<file path="config.mk">
export PLATFORM = sky130hd
export DESIGN_NAME = bgr_div
export DESIGN_NICKNAME = d
export VERILOG_FILES = /design/src/design/bilinear_grid_resampler_unit_macros.svh /design/src/design/bgr_pkg.sv /design/src/design/bgr_div.sv
export SDC_FILE = /design/constraint.sdc
export NUM_CORES = 1
export LEC_CHECK = 0
export BUFFER_PORTS_ARGS = -buffer_cell sky130_fd_sc_hd__buf_2
export CAP_MARGIN = 20
export CORE_ASPECT_RATIO = 1.2
export CORE_MARGIN = 2
export CORE_UTILIZATION = 56
export DETAILED_ROUTE_END_ITERATION = 10
export GPL_TIMING_DRIVEN = 0
export HOLD_SLACK_MARGIN = 0.08
export PLACE_DENSITY = 0.85
export REMOVE_ABC_BUFFERS = 1
export SLEW_MARGIN = 15
export SYNTH_ARGS = -nofsm -noshare
export SYNTH_HDL_FRONTEND = slang
export SYNTH_SLANG_ARGS = --single-unit
</file>
<file path="constraint.sdc">
create_clock -name clk_i -period 3.8 [get_ports clk_i]
set_clock_uncertainty 0.15 [all_clocks]
set_input_delay 0.38 -clock clk_i [delete_from_list [all_inputs] [get_ports clk_i]]
set_output_delay 0.38 -clock clk_i [all_outputs]
set_load 0.005 [all_outputs]
</file>
<file path="src/design/bilinear_grid_resampler_unit_macros.svh">
// ----------------------------------------------------------------------------
// Assertion macros for the bilinear grid resampler
// Clocked on clk_i and disabled while rst_ni is low.
// ----------------------------------------------------------------------------
`ifndef BILINEAR_GRID_RESAMPLER_UNIT_MACROS_SVH
`define BILINEAR_GRID_RESAMPLER_UNIT_MACROS_SVH

// same-cycle implication
`define BGR_ASSERT_NOW(label, cond, prop, msg) \
  label: assert property (@(posedge clk_i) disable iff (!rst_ni) (cond) |-> (prop)) \
    else $error(msg);

// next-cycle implication
`define BGR_ASSERT_NEXT(label, cond, prop, msg) \
  label: assert property (@(posedge clk_i) disable iff (!rst_ni) (cond) |=> (prop)) \
    else $error(msg);

`endif

</file>
<file path="src/design/bgr_pkg.sv">
// ----------------------------------------------------------------------------
// bgr_pkg
// Shared types, widths and codes of the bilinear grid resampler.
// ----------------------------------------------------------------------------
package bgr_pkg;

  localparam int SAMPLE_BITS = 32;
  localparam int FRAC_BITS   = 16;
  localparam int MAX_DIM     = 256;
  localparam int SRC_CELLS   = 4096;

  localparam int CFG_W   = 9;
  localparam int DIM_W   = $clog2(MAX_DIM + 1);
  // (2*col+1)*src + dst peaks at 2*MAX_DIM^2
  localparam int NUM_W   = $clog2(2 * MAX_DIM * MAX_DIM + 1);
  localparam int DVD_W   = NUM_W + FRAC_BITS;
  localparam int DVS_W   = DIM_W + 1;
  localparam int QUO_W   = DIM_W + FRAC_BITS;
  localparam int WGT_W   = FRAC_BITS + 1;
  localparam int PW_W    = 2 * FRAC_BITS + 1;
  localparam int PROD_W  = SAMPLE_BITS + PW_W;
  localparam int ACC_W   = PROD_W + 2;
  localparam int ADDR_W  = 2 * DIM_W;

  localparam logic CMD_LOAD  = 1'b0;
  localparam logic CMD_QUERY = 1'b1;

  typedef enum logic [1:0] {
    REG_SRC_WIDTH  = 2'd0,
    REG_SRC_HEIGHT = 2'd1,
    REG_DST_WIDTH  = 2'd2,
    REG_DST_HEIGHT = 2'd3
  } reg_idx_e;

  typedef enum logic [1:0] {
    ST_LOAD_DONE = 2'd0,
    ST_VALUE     = 2'd1,
    ST_RANGE     = 2'd2
  } status_e;

  typedef struct packed {
    logic               command;
    logic [7:0]         col;
    logic [7:0]         row;
    logic signed [31:0] sample;
  } in_item_t;

  typedef struct packed {
    logic signed [31:0] value;
    logic [1:0]         status;
  } out_item_t;

  typedef struct packed {
    logic busy;
    logic done;
  } div_stat_t;

  typedef struct packed {
    logic clr;
    logic wgt_en;
    logic mul_en;
    logic acc_en;
  } mac_ctrl_t;

endpackage

</file>
<file path="src/design/bgr_div.sv">
// ----------------------------------------------------------------------------
// bgr_div
// Restoring divider, one quotient bit per cycle. Quotient must fit QUO_W bits.
// ----------------------------------------------------------------------------
module bgr_div (
  input  logic                      clk_i,
  input  logic                      rst_ni,
  input  logic                      start_i,
  input  logic [bgr_pkg::DVD_W-1:0] dividend_i,
  input  logic [bgr_pkg::DVS_W-1:0] divisor_i,
  output logic [bgr_pkg::QUO_W-1:0] quotient_o,
  output bgr_pkg::div_stat_t        stat_o
);

  localparam int QW    = bgr_pkg::QUO_W;
  localparam int RW    = bgr_pkg::DVS_W;
  localparam int TOP_W = bgr_pkg::DVD_W - QW;
  localparam int CNT_W = $clog2(QW);

  logic             busy_q, done_q;
  logic [CNT_W-1:0] cnt_q;
  logic [RW-1:0]    rem_q, dvs_q;
  logic [QW-1:0]    quo_q;
  logic [RW:0]      trial;
  logic             fits;

  // partial remainder with next dividend bit, then compare/subtract
  assign trial = {rem_q, quo_q[QW-1]};
  assign fits  = trial >= {1'b0, dvs_q};

  always_ff @(posedge clk_i or negedge rst_ni) begin
    if (!rst_ni) begin
      busy_q <= 1'b0;
      done_q <= 1'b0;
      cnt_q  <= '0;
    end else begin
      done_q <= 1'b0;
      if (start_i) begin
        busy_q <= 1'b1;
        cnt_q  <= '0;
      end else if (busy_q) begin
        if (cnt_q == CNT_W'(QW - 1)) begin
          busy_q <= 1'b0;
          done_q <= 1'b1;
        end
        cnt_q <= cnt_q + 1'b1;
      end
    end
  end

  always_ff @(posedge clk_i) begin
    if (start_i) begin
      rem_q <= RW'(dividend_i[bgr_pkg::DVD_W-1 -: TOP_W]);
      quo_q <= dividend_i[QW-1:0];
      dvs_q <= divisor_i;
    end else if (busy_q) begin
      rem_q <= fits ? RW'(trial - {1'b0, dvs_q}) : trial[RW-1:0];
      quo_q <= {quo_q[QW-2:0], fits};
    end
  end

  assign quotient_o  = quo_q;
  assign stat_o.busy = busy_q;
  assign stat_o.done = done_q;

endmodule

</file>
==> out/qor.txt, run 1 <==
Initial Util = 0.584
CTS root buf = clkbuf_8
Min-delay worst type = input port to register
PwrDens = 559 mW/mm2
Die W = 67.4 um
Post-Layout Inst Area = 0.00318 mm2
Compound-Gate Fraction of Synth Area = 0.0815
Flop2flop setup slack = 1.03 ns
Place WS = 1.06 ns
Nets = 338
I/O Pins = 74
CORE AREA = 0.00463 mm2
Clk slew on worst S/H paths = 0.09 ns
Clk pwr share = 0.174
Maxcap violations = 0
Share of layout cells above drive strength 1 = 0.401
Actual slew at the worst max-slew pin = 0.740 ns
Vias in the first global route = 1,885
CP Data Arrival Time = 2.67 ns
Routed Antenna Nets = 0
Top post-synthesis cells by count = edfxtp_1 (44), mux2_2 (26), inv_1 (16), ha_1 (12), nor2_1 (11)
Crit-path max FO = 17
Vias per cell = 5.45
Wire per inst = 14.5 um
Drt drc = 0
Xor/xnor share of the synthesized area = 0.0324
Top cell family by delay on the critical path = compound AO/OA/AOI/OAI gates
Unrepaired setup endpoints after global routing = false
Syn Std Cell Area = 0.00270 mm2
Endpoints failing hold = 0
Highest achievable clock rate = 361 MHz
Fillcell total = 350
EDFF count, synth = 44
Full die area = 0.00540 mm2
Main combinational cell family by area after synthesis = multiplexers
Number of setup buffers added after CTS = 0
CTS tree = done
Total Power = 1.78 mW
Setup crit end kind = register
Initial antenna violation count = 0
Htree depth = 2
Adder-cell share of the synthesized area = 0.0630
Simple-gate area share of the yosys netlist = 0.0871
IO buf count = 73
Async set-reset flop share out of synthesis = 0.135
DR pass1 iterations = 4
Setup TNS = 0 ns
Startpoint Class = register
Worst VDD drop = 0.000345 V
Avg Synthesized Cell Area = 13.0 um2
Crit-path max cell delay = 0.60 ns
CP Data Required Time = 3.71 ns
#FFs+latches synth = 52
Crit-path cells = ha_1 > a21oi_2 > nand2_1 > o21ai_2 > a41o_1 > mux2i_1 > mux2_2
LEAKAGE = 1.39 nW
First-pass GRT wire length = 7.87 mm
Combinational share of power = 0.373
Global-route usage over all layers = 0.193
Period Utilization, post-route = 0.728
Crit-path slowest cell = a41o_1
Vias = 1,837
Setup-failing EPs final = 0
Post-synthesis sequential area ratio = 0.561
Slew headroom = 0.506
Psw = 0.589 mW
Diodes inserted = 0
Seq pwr share = 0.453
Largest net degree at the start of global routing = 44
Placed Area = 0.00308 mm2
Worst Setup Path Type = register to register
Top cells by area, synth = edfxtp_1 (49%), mux2_2 (11%), dfrtp_1 (6.5%), ha_1 (5.6%), xor2_1 (2.6%)
Clk buf depth = 2
Worst path bufs/invs = 0
Synth warn = 0
Fin util = 0.686
Multiplexer share of the synthesized area = 0.123
Hold buffer count at CTS = 1
PostCTS Resize Cnt = 0
Ys flop type = edfxtp_1
Final Slew Violations = 0
HPWL after DPL = 3.53 mm
Total gr overflow = 0
Rows = 27
Count of cell types in the netlist = 41
Die height = 80.1 um
Crit path time final = 2.77 ns
CTS Buf Count = 5
Top-area cell type share of the netlist area = 0.489
Clk sinks = 52
Internal Power = 1.19 mW
Cells after Synth = 207
Run status = finished, final reports clean
Area leader, netlist = edfxtp_1
Switching Fraction = 0.331
Clock latency on the worst-skew pair = 0.30 ns
Global placer's final weighted congestion = 0.765
DR iter-0 viols = 97
Drt total wl = 4.90 mm
Area growth syn-to-layout = 17.6%
Final WS setup = 1.03 ns
Top-count cell post-synth = edfxtp_1
[worst paths after layout]
| check | from | cells after the start | endpoint |
|---|---|---|---|
| setup / recovery | rem_q[5]$_DFFE_PP_ | 7 | rem_q[0]$_DFFE_PP_ |
| hold / removal | divisor_i[5] | 1 | dvs_q[5]$_DFFE_PP_ |
| setup reg to reg | rem_q[5]$_DFFE_PP_ | 7 | rem_q[0]$_DFFE_PP_ |
| hold reg to reg | rem_q[9]$_SDFFE_PP0P_ | 1 | rem_q[9]$_SDFFE_PP0P_ |
| max in group asynchronous | rst_ni | 2 | cnt_q[2]$_DFFE_PN0P_ |
| min in group asynchronous | rst_ni | 2 | done_q$_DFF_PN0_ |
[cells in the final DEF, fill, tap and decap left out, types with 7 or more instances in the layout]
cell | synthesis | final
buf_2 | 0 | 73
mux2_2 | 26 | 26
inv_1 | 16 | 15
ha_1 | 12 | 12
nand2_1 | 9 | 9
edfxtp_1 | 44 | 44
dfrtp_1 | 7 | 7
nor2b_1 | 7 | 7
xor2_1 | 8 | 8
nor2_1 | 11 | 11
[routing by layer]
metal,GRT usage,vias to the layer above,part of all wire
li1,-,898,-
met1,0.219,871,0.42
met2,0.347,59,0.50
met3,0.0448,9,0.059
met4,0.0714,0,0.016
met5,0,-,0
[logic make-up (layout without fill, tap and decap cells)]
family                   Yosys count  in the layout
XOR/XNOR                          10             10
AO/OA/AOI/OAI                     30             30
AND/OR/NAND/NOR                   45             45
buffers and inverters             27             99
flip-flops                        52             52
adder cells (fa/ha/maj)           13             13
multiplexers                      30             30
[sequential cells by signal, summed over array words and instances (netlist names)]
| signal | flops |
|---|---|
| cnt_q | 5 |
| rem_q | 10 |
| quotient_o | 25 |
| done_q | 1 |
| busy_q | 1 |
| dvs_q | 10 |
[stage by stage]
stage,std cells,hold WS (ns)
floorplan,196,-0.0656
global placement,327,0.0691
detailed placement,328,0.0698
CTS,337,0.0972
global route,337,0.0933
finish,337,0.104
[power groups by stage]
stage               combinational, mW  clock (mW)  sequential [mW]
CTS                             0.663       0.316            0.805
global route                    0.743       0.329            0.818
detailed placement              0.655           0            0.816
finish                          0.662       0.310            0.805
global placement                0.621           0            0.812
floorplan                       0.475           0            0.807
[final cells by class]
class / count / area (um2) / share of cell area
Sequential cell: 52 / 1520 / 0.478
Multi-Input combinational cell: 128 / 1050 / 0.329
Timing Repair Buffer: 75 / 395 / 0.125
Clock buffer: 7 / 76.3 / 0.0240
Tap cell: 58 / 72.6 / 0.0229
Inverter: 16 / 60.1 / 0.0189
Clock inverter: 1 / 8.76 / 0.00276
(Power assumes the default switching activity.)
==> run 2: changes to the inputs <==
--- a/config.mk
+++ b/config.mk
@@ -5,15 +5,16 @@
 export SDC_FILE = /design/constraint.sdc
 export NUM_CORES = 1
 export LEC_CHECK = 0
+export ABC_AREA = 1
 export BUFFER_PORTS_ARGS = -buffer_cell sky130_fd_sc_hd__buf_2
 export CAP_MARGIN = 20
 export CORE_ASPECT_RATIO = 1.2
 export CORE_MARGIN = 2
-export CORE_UTILIZATION = 56
+export CORE_UTILIZATION = 53
 export DETAILED_ROUTE_END_ITERATION = 10
 export GPL_TIMING_DRIVEN = 0
 export HOLD_SLACK_MARGIN = 0.08
-export PLACE_DENSITY = 0.85
+export PLACE_DENSITY = 0.8
 export REMOVE_ABC_BUFFERS = 1
 export SLEW_MARGIN = 15
 export SYNTH_ARGS = -nofsm -noshare
==> constraint.sdc (replaced) <==
create_clock -name clk_i -period 2.75 [get_ports clk_i]
set_clock_uncertainty 0.15 [all_clocks]
set_input_delay 0.275 -clock clk_i [delete_from_list [all_inputs] [get_ports clk_i]]
set_output_delay 0.275 -clock clk_i [all_outputs]
set_load 0.005 [all_outputs]
==> run 2 against run 1 <==
  * Final area increased by 10%
  * Critical path depth increased by 1
  * Count of clock-buffer cells in the layout down 1
  * Final cell count increased by 44%
  * Critical path type unchanged
  * Sequential share of layout area is 4.5 points lower
  * Critical endpoint is now rem_q[5]$_DFFE_PP_
  * Largest power group unchanged
==> out/qor.txt, run 2 <==
Syn Std Cell Area = 0.00293 mm2 (+8.5%)
Synth warn = 0 (unchanged)
Cells after Synth = 343 (+66%)
Crit-path max FO = 11 (-6)
Share of layout cells above drive strength 1 = 0.235 (-0.167)
Reg2Reg Depth = 8 (+1)
Routed Antenna Nets = 0 (unchanged)
Final Slew Violations = 0 (unchanged)
Hold buffer count at CTS = 11 (+10)
Setup crit end = rem_q[5]$_DFFE_PP_
Global placer's final weighted congestion = 0.889 (+16%)
Count of cell types in the netlist = 30 (-27%)
Post-Layout Inst Area = 0.00351 mm2 (+10%)
Vias in the first global route = 2,404 (+28%)
Endpoints failing hold = 0 (unchanged)
Drt drc = 0 (unchanged)
Htree depth = 2 (unchanged)
PwrDens = 746 mW/mm2 (+33%)
CP Data Required Time = 2.66 ns (-1.05 ns)
PostCTS Resize Cnt = 0 (unchanged)
CTS tree = done
Max FFs per register = 25 (unchanged)
Vias = 2,466 (+34%)
Actual slew at the worst max-slew pin = 0.829 ns (+0.0893 ns)
Min-delay worst type = input port to register
Total gr overflow = 0 (unchanged)
Top post-synthesis cells by count = nand2_1 (140), edfxtp_1 (44), inv_1 (42), nand3_1 (26)
Run status = finished, final reports clean
Diodes inserted = 0 (unchanged)
EDFF count, synth = 44 (unchanged)
CORE AREA = 0.00530 mm2 (+14%)
Worst Setup Path Type = register to register
Worst VDD drop = 0.000455 V (+32%)
I/O Pins = 74 (unchanged)
CP Launch Point = rem_q[1]$_DFFE_PP_
Slew headroom = 0.447 (-0.0588)
Global-route usage over all layers = 0.210 (+0.0165)
Post-route insts no fill = 484 (+44%)
Setup-failing EPs final = 0 (unchanged)
Vias per cell = 5.10 (-6.5%)
CTS Buf Count = 5 (unchanged)
First-pass GRT wire length = 10.3 mm (+31%)
Maxcap violations = 0 (unchanged)
Period Utilization, post-route = 0.930 (+0.202)
Top-count cell post-synth = nand2_1
LEAKAGE = 1.84 nW (+33%)
R2R Path End = rem_q[5]$_DFFE_PP_
CTS root buf = clkbuf_8
Die W = 71.9 um (+6.6%)
Placed Area = 0.00329 mm2 (+6.8%)
DR iter-0 viols = 168 (+73%)
#FFs+latches synth = 52 (unchanged)
Crit-path max cell delay = 0.45 ns (-0.15 ns)
Startpoint Class = register
Avg Synthesized Cell Area = 8.54 um2 (-35%)
Top cells by area, synth = edfxtp_1 (45%), nand2_1 (18%), dfrtp_1 (6.0%), inv_1 (5.4%), ha_1 (5.1%)
Area leader, netlist = edfxtp_1
Wire per inst = 12.6 um (-14%)
Highest achievable clock rate = 391 MHz (+8.2%)
IO buf count = 73 (unchanged)
Ys flop type = edfxtp_1
Commonest non-fill, non-tap cell in the layout = nand2_1
Clk slew on worst S/H paths = 0.09 ns (about the same)
Top-area cell type share of the netlist area = 0.451 (-0.0382)
Top cell family by delay on the critical path = simple AND/OR/NAND/NOR gates
Initial Util = 0.553 (-0.0305)
Number of setup buffers added after CTS = 0 (unchanged)
CP Data Arrival Time = 2.47 ns (-0.20 ns)
Cell mode on critical path = nand3_1
Rows = 29 (+7.4%)
Post-synthesis sequential area ratio = 0.518 (-0.0439)
Area growth syn-to-layout = 19.7%
CP Depth = 8 (+1)
Die height = 85.5 um (+6.7%)
Async set-reset flop share out of synthesis = 0.135 (unchanged)
Nets = 481 (+42%)
Fin util = 0.662 (-0.0239)
Worst path bufs/invs = 0 (unchanged)
HPWL after DPL = 4.29 mm (+22%)
Placed cell count = 465 (+42%)
Full die area = 0.00614 mm2 (+14%)
Initial antenna violation count = 0 (unchanged)
Clk sinks = 52 (unchanged)
Most frequent cells in the layout = nand2_1 (140), buf_2 (73), edfxtp_1 (44), inv_1 (41), nand3_1 (26)
Unrepaired setup endpoints after global routing = false
Drt total wl = 6.08 mm (+24%)
Flop2flop setup slack = 0.19 ns (-0.84 ns)
Setup TNS = 0 ns (unchanged)
Clock latency on the worst-skew pair = 0.30 ns (about the same)
Crit path time final = 2.56 ns (-0.210 ns)
Critical register-to-register path startpoint = rem_q[1]$_DFFE_PP_
Crit-path slowest cell = nand4_2
Setup crit end kind = register
Crit-path cells = ha_1 > nand2_1 > nor2_1 > nand3_1 > nand4_2 > nand3_1 > nand3_1 > nand2_1
Largest net degree at the start of global routing = 49 (+11%)
DR pass1 iterations = 5 (+1)
Clk buf depth = 2 (unchanged)
## run 2: cell types whose count changed after synthesis, sizes merged, moves of 4 or more
cell	previous run	this run
inv	16	47
mux2	26	0
mux2i	4	0
nand2	10	147
nand3	0	26
nand3b	4	0
nand4	3	13
nor2b	7	0
xor2	8	1
## run 2: per-layer routing
metal  track usage  part of all wire
met5             0                 0
met3        0.0344             0.049
met2         0.386              0.55
met1         0.256              0.40
met4        0.0463            0.0026
## run 2: worst min path at each step
stage / startpoint / endpoint / slack, ns / depth (start not counted)
floorplan: rst_ni / busy_q$_DFF_PN0_ / -0.17 / 0
global placement: rst_ni / done_q$_DFF_PN0_ / -0.04 / 1
detailed placement: rst_ni / cnt_q[2]$_DFFE_PN0P_ / -0.03 / 1
CTS: dividend_i[26] / rem_q[1]$_DFFE_PP_ / 0.09 / 3
global route: dividend_i[11] / quotient_o[11]$_DFFE_PP_ / 0.09 / 3
finish: dividend_i[26] / rem_q[1]$_DFFE_PP_ / 0.09 / 3
## run 2: cell families (layout without fill, tap and decap cells)
family,after synthesis,after routing,share of synthesized area
simple gates,203,203,0.295
buf+inv,61,140,0.0978
flops,52,52,0.518
fa+ha+maj,13,13,0.0581
compound gates,11,11,0.0222
xor+xnor,3,3,0.00897
## run 2: worst register-to-register path, cell delays in order, from the launching register on
cell and delay [ns]:
edfxtp_1 0.42, ha_1 0.39, nand2_1 0.09, nor2_1 0.14
nand3_1 0.41, nand4_2 0.45, nand3_1 0.12, nand3_1 0.10
nand2_1 0.05
## run 2: power breakdown
group          leakage (nW)  internal (mW)  switching [mW]
sequential            0.568           1.00          0.0715
combinational          1.22          0.412           0.620
clock                0.0552          0.270           0.242
## run 2: layout make-up
type	instances	area, um2
clock buffers	6	72.6
repair buffers	85	503
inverters	47	176
fillers	406	1790
flip-flops and latches	52	1520
clock inverters	2	35.0
multi-input cells	230	1130
well taps	62	77.6
## run 2: stage by stage
step | setup WS, ns | power (mW) | hold slack, ns
global placement | 0.0943 | 2.06 | -0.0374
floorplan | 0.689 | 1.83 | -0.171
CTS | 0.198 | 2.62 | 0.0862
global route | 0.00256 | 2.81 | 0.0912
detailed placement | 0.205 | 2.10 | -0.0347
finish | 0.193 | 2.62 | 0.0919
==> run 3: changes to the inputs <==
--- a/config.mk
+++ b/config.mk
@@ -16,6 +16,7 @@
 export HOLD_SLACK_MARGIN = 0.08
 export PLACE_DENSITY = 0.8
 export REMOVE_ABC_BUFFERS = 1
+export SETUP_SLACK_MARGIN = 0.2
 export SLEW_MARGIN = 15
 export SYNTH_ARGS = -nofsm -noshare
 export SYNTH_HDL_FRONTEND = slang
==> run 3 against run 2 <==
  * Clock power is 1% higher
  * Global-route usage hardly changed
  * Setup slack improved by 0.17 ns
  * Routed wire length grew 0.16%
  * Via count is 0.53% higher
  * Critical endpoint is now rem_q[3]$_DFFE_PP_
==> out/qor.txt, run 3 (synthesis gave the netlist of run 2 again) <==
Run status = finished, final reports clean
HPWL after DPL = 4.29 mm (unchanged)
CORE AREA = 0.00530 mm2 (unchanged)
CP Data Required Time = 2.78 ns (+0.12 ns)
Diodes inserted = 0 (unchanged)
Vias in the first global route = 2,407 (+0.12%)
Clock latency on the worst-skew pair = 0.30 ns (about the same)
LEAKAGE = 1.84 nW (+0.12%)
Worst Setup Path Type = register to register
Crit-path max FO = 11 (unchanged)
Drt drc = 0 (unchanged)
First-pass GRT wire length = 10.3 mm (+0.14%)
Largest net degree at the start of global routing = 49 (unchanged)
Total gr overflow = 0 (unchanged)
Worst VDD drop = 0.000455 V (about the same)
Global-route usage over all layers = 0.210 (+0.000250)
Final WS setup = 0.361 ns (+0.168 ns)
Actual slew at the worst max-slew pin = 0.846 ns (+0.0171 ns)
Global placer's final weighted congestion = 0.889 (unchanged)
Highest achievable clock rate = 419 MHz (+7.0%)
Post-Layout Inst Area = 0.00352 mm2 (+0.39%)
Final Slew Violations = 0 (unchanged)
Full die area = 0.00614 mm2 (unchanged)
Area growth syn-to-layout = 20.2%
Most frequent cells in the layout = nand2_1 (140), buf_2 (73), edfxtp_1 (44), inv_1 (41), nand3_1 (25)
DR pass1 iterations = 4 (-1)
Htree depth = 2 (unchanged)
Rows = 29 (unchanged)
CTS tree = done
Clk buf depth = 2 (unchanged)
Endpoints failing hold = 0 (unchanged)
Setup-failing EPs final = 0 (unchanged)
Min-delay worst type = input port to register
Max FFs per register = 25 (unchanged)
Placed cell count = 465 (unchanged)
Setup crit end kind = register
Wire per inst = 12.6 um (+0.16%)
IO buf count = 73 (unchanged)
Startpoint Class = register
Drt total wl = 6.09 mm (+0.16%)
Routed Antenna Nets = 0 (unchanged)
CTS root buf = clkbuf_8
Initial Util = 0.553 (unchanged)
I/O Pins = 74 (unchanged)
Slew headroom = 0.436 (-0.0114)
Maxcap violations = 0 (unchanged)
Die W = 71.9 um (unchanged)
Unrepaired setup endpoints after global routing = false
CTS Buf Count = 5 (unchanged)
Clk sinks = 52 (unchanged)
Period Utilization, post-route = 0.869 (-0.0611)
Vias = 2,479 (+0.53%)
Clk slew on worst S/H paths = 0.09 ns (about the same)
Initial antenna violation count = 0 (unchanged)
Commonest non-fill, non-tap cell in the layout = nand2_1
DR iter-0 viols = 166 (-1.2%)
CP Data Arrival Time = 2.41 ns (-0.06 ns)
Setup TNS = 0 ns (unchanged)
Die height = 85.5 um (unchanged)
Nets = 481 (unchanged)
Hold slack final = 0.0886 ns (-0.00328 ns)
PwrDens = 749 mW/mm2 (+0.37%)
Share of layout cells above drive strength 1 = 0.237 (+0.00237)
Placed Area = 0.00329 mm2 (unchanged)
Place WS = 0.205 ns (unchanged)
Crit path time final = 2.39 ns (-0.168 ns)
Post-route insts no fill = 484 (unchanged)
Vias per cell = 5.12 (+0.53%)
## run 3: cell types whose count changed in the layout (fill, tap and decap cells not counted)
cell and delta:
nand4_2 -1, nand4_4 +1, nand3_2 +1, nand3_1 -1
## run 3: worst paths after layout
path                                         endpoint             startpoint  slack (ns)  cells past startpoint
worst max-delay path               rem_q[3]$_DFFE_PP_     rem_q[1]$_DFFE_PP_        0.36                      8
worst min-delay path               rem_q[1]$_DFFE_PP_         dividend_i[26]        0.09                      3
worst max register to register     rem_q[3]$_DFFE_PP_     rem_q[1]$_DFFE_PP_        0.36                      8
worst min register to register  rem_q[9]$_SDFFE_PP0P_  rem_q[9]$_SDFFE_PP0P_        0.36                      2
max in group asynchronous        cnt_q[1]$_DFFE_PN0P_                 rst_ni        2.12                      2
min in group asynchronous        cnt_q[4]$_DFFE_PN0P_                 rst_ni        0.18                      2
## run 3: final cells by class
class	instances	area, um2
fill	403	1780
multi-input combinational	230	1140
timing repair buffer	85	503
tap	62	77.6
clock buffer	6	72.6
clock inverter	2	35.0
sequential	52	1520
inverter	47	176
## run 3: per-layer routing
layer / GRT usage / vias up / share of wire
met5: 0 / - / 0
met4: 0.0463 / 0 / 0.011
met3: 0.0344 / 7 / 0.049
met2: 0.386 / 84 / 0.54
met1: 0.256 / 1137 / 0.40
li1: - / 1251 / -
## run 3: through the flow
step	power (mW)	util
floorplan	1.83	-
global placement	2.06	0.616
detailed placement	2.10	0.621
CTS	2.64	0.664
global route	2.83	0.665
finish	2.64	0.665
## run 3: power breakdown
part           total, mW  internal [mW]  switching, mW
sequential          1.07           1.00         0.0712
clock              0.518          0.270          0.247
combinational       1.05          0.421          0.626
## run 3: what timing repair did
item                       in CTS  in global routing
setup endpoints to repair       1                  9
pin swaps                       0                  0
buffers inserted                0                  0
hold buffers                   11                  0
resized for setup               1                  1
hold endpoints to repair       17                  0
## run 3: critical path, cell delays in order (launching register included)
cell      delay [ns]
edfxtp_1        0.42
ha_1            0.38
nand2_1         0.11
nand3_1         0.16
nand2_1         0.44
nand4_4         0.29
nand2_1         0.13
nand3_1         0.10
nand2_1         0.07
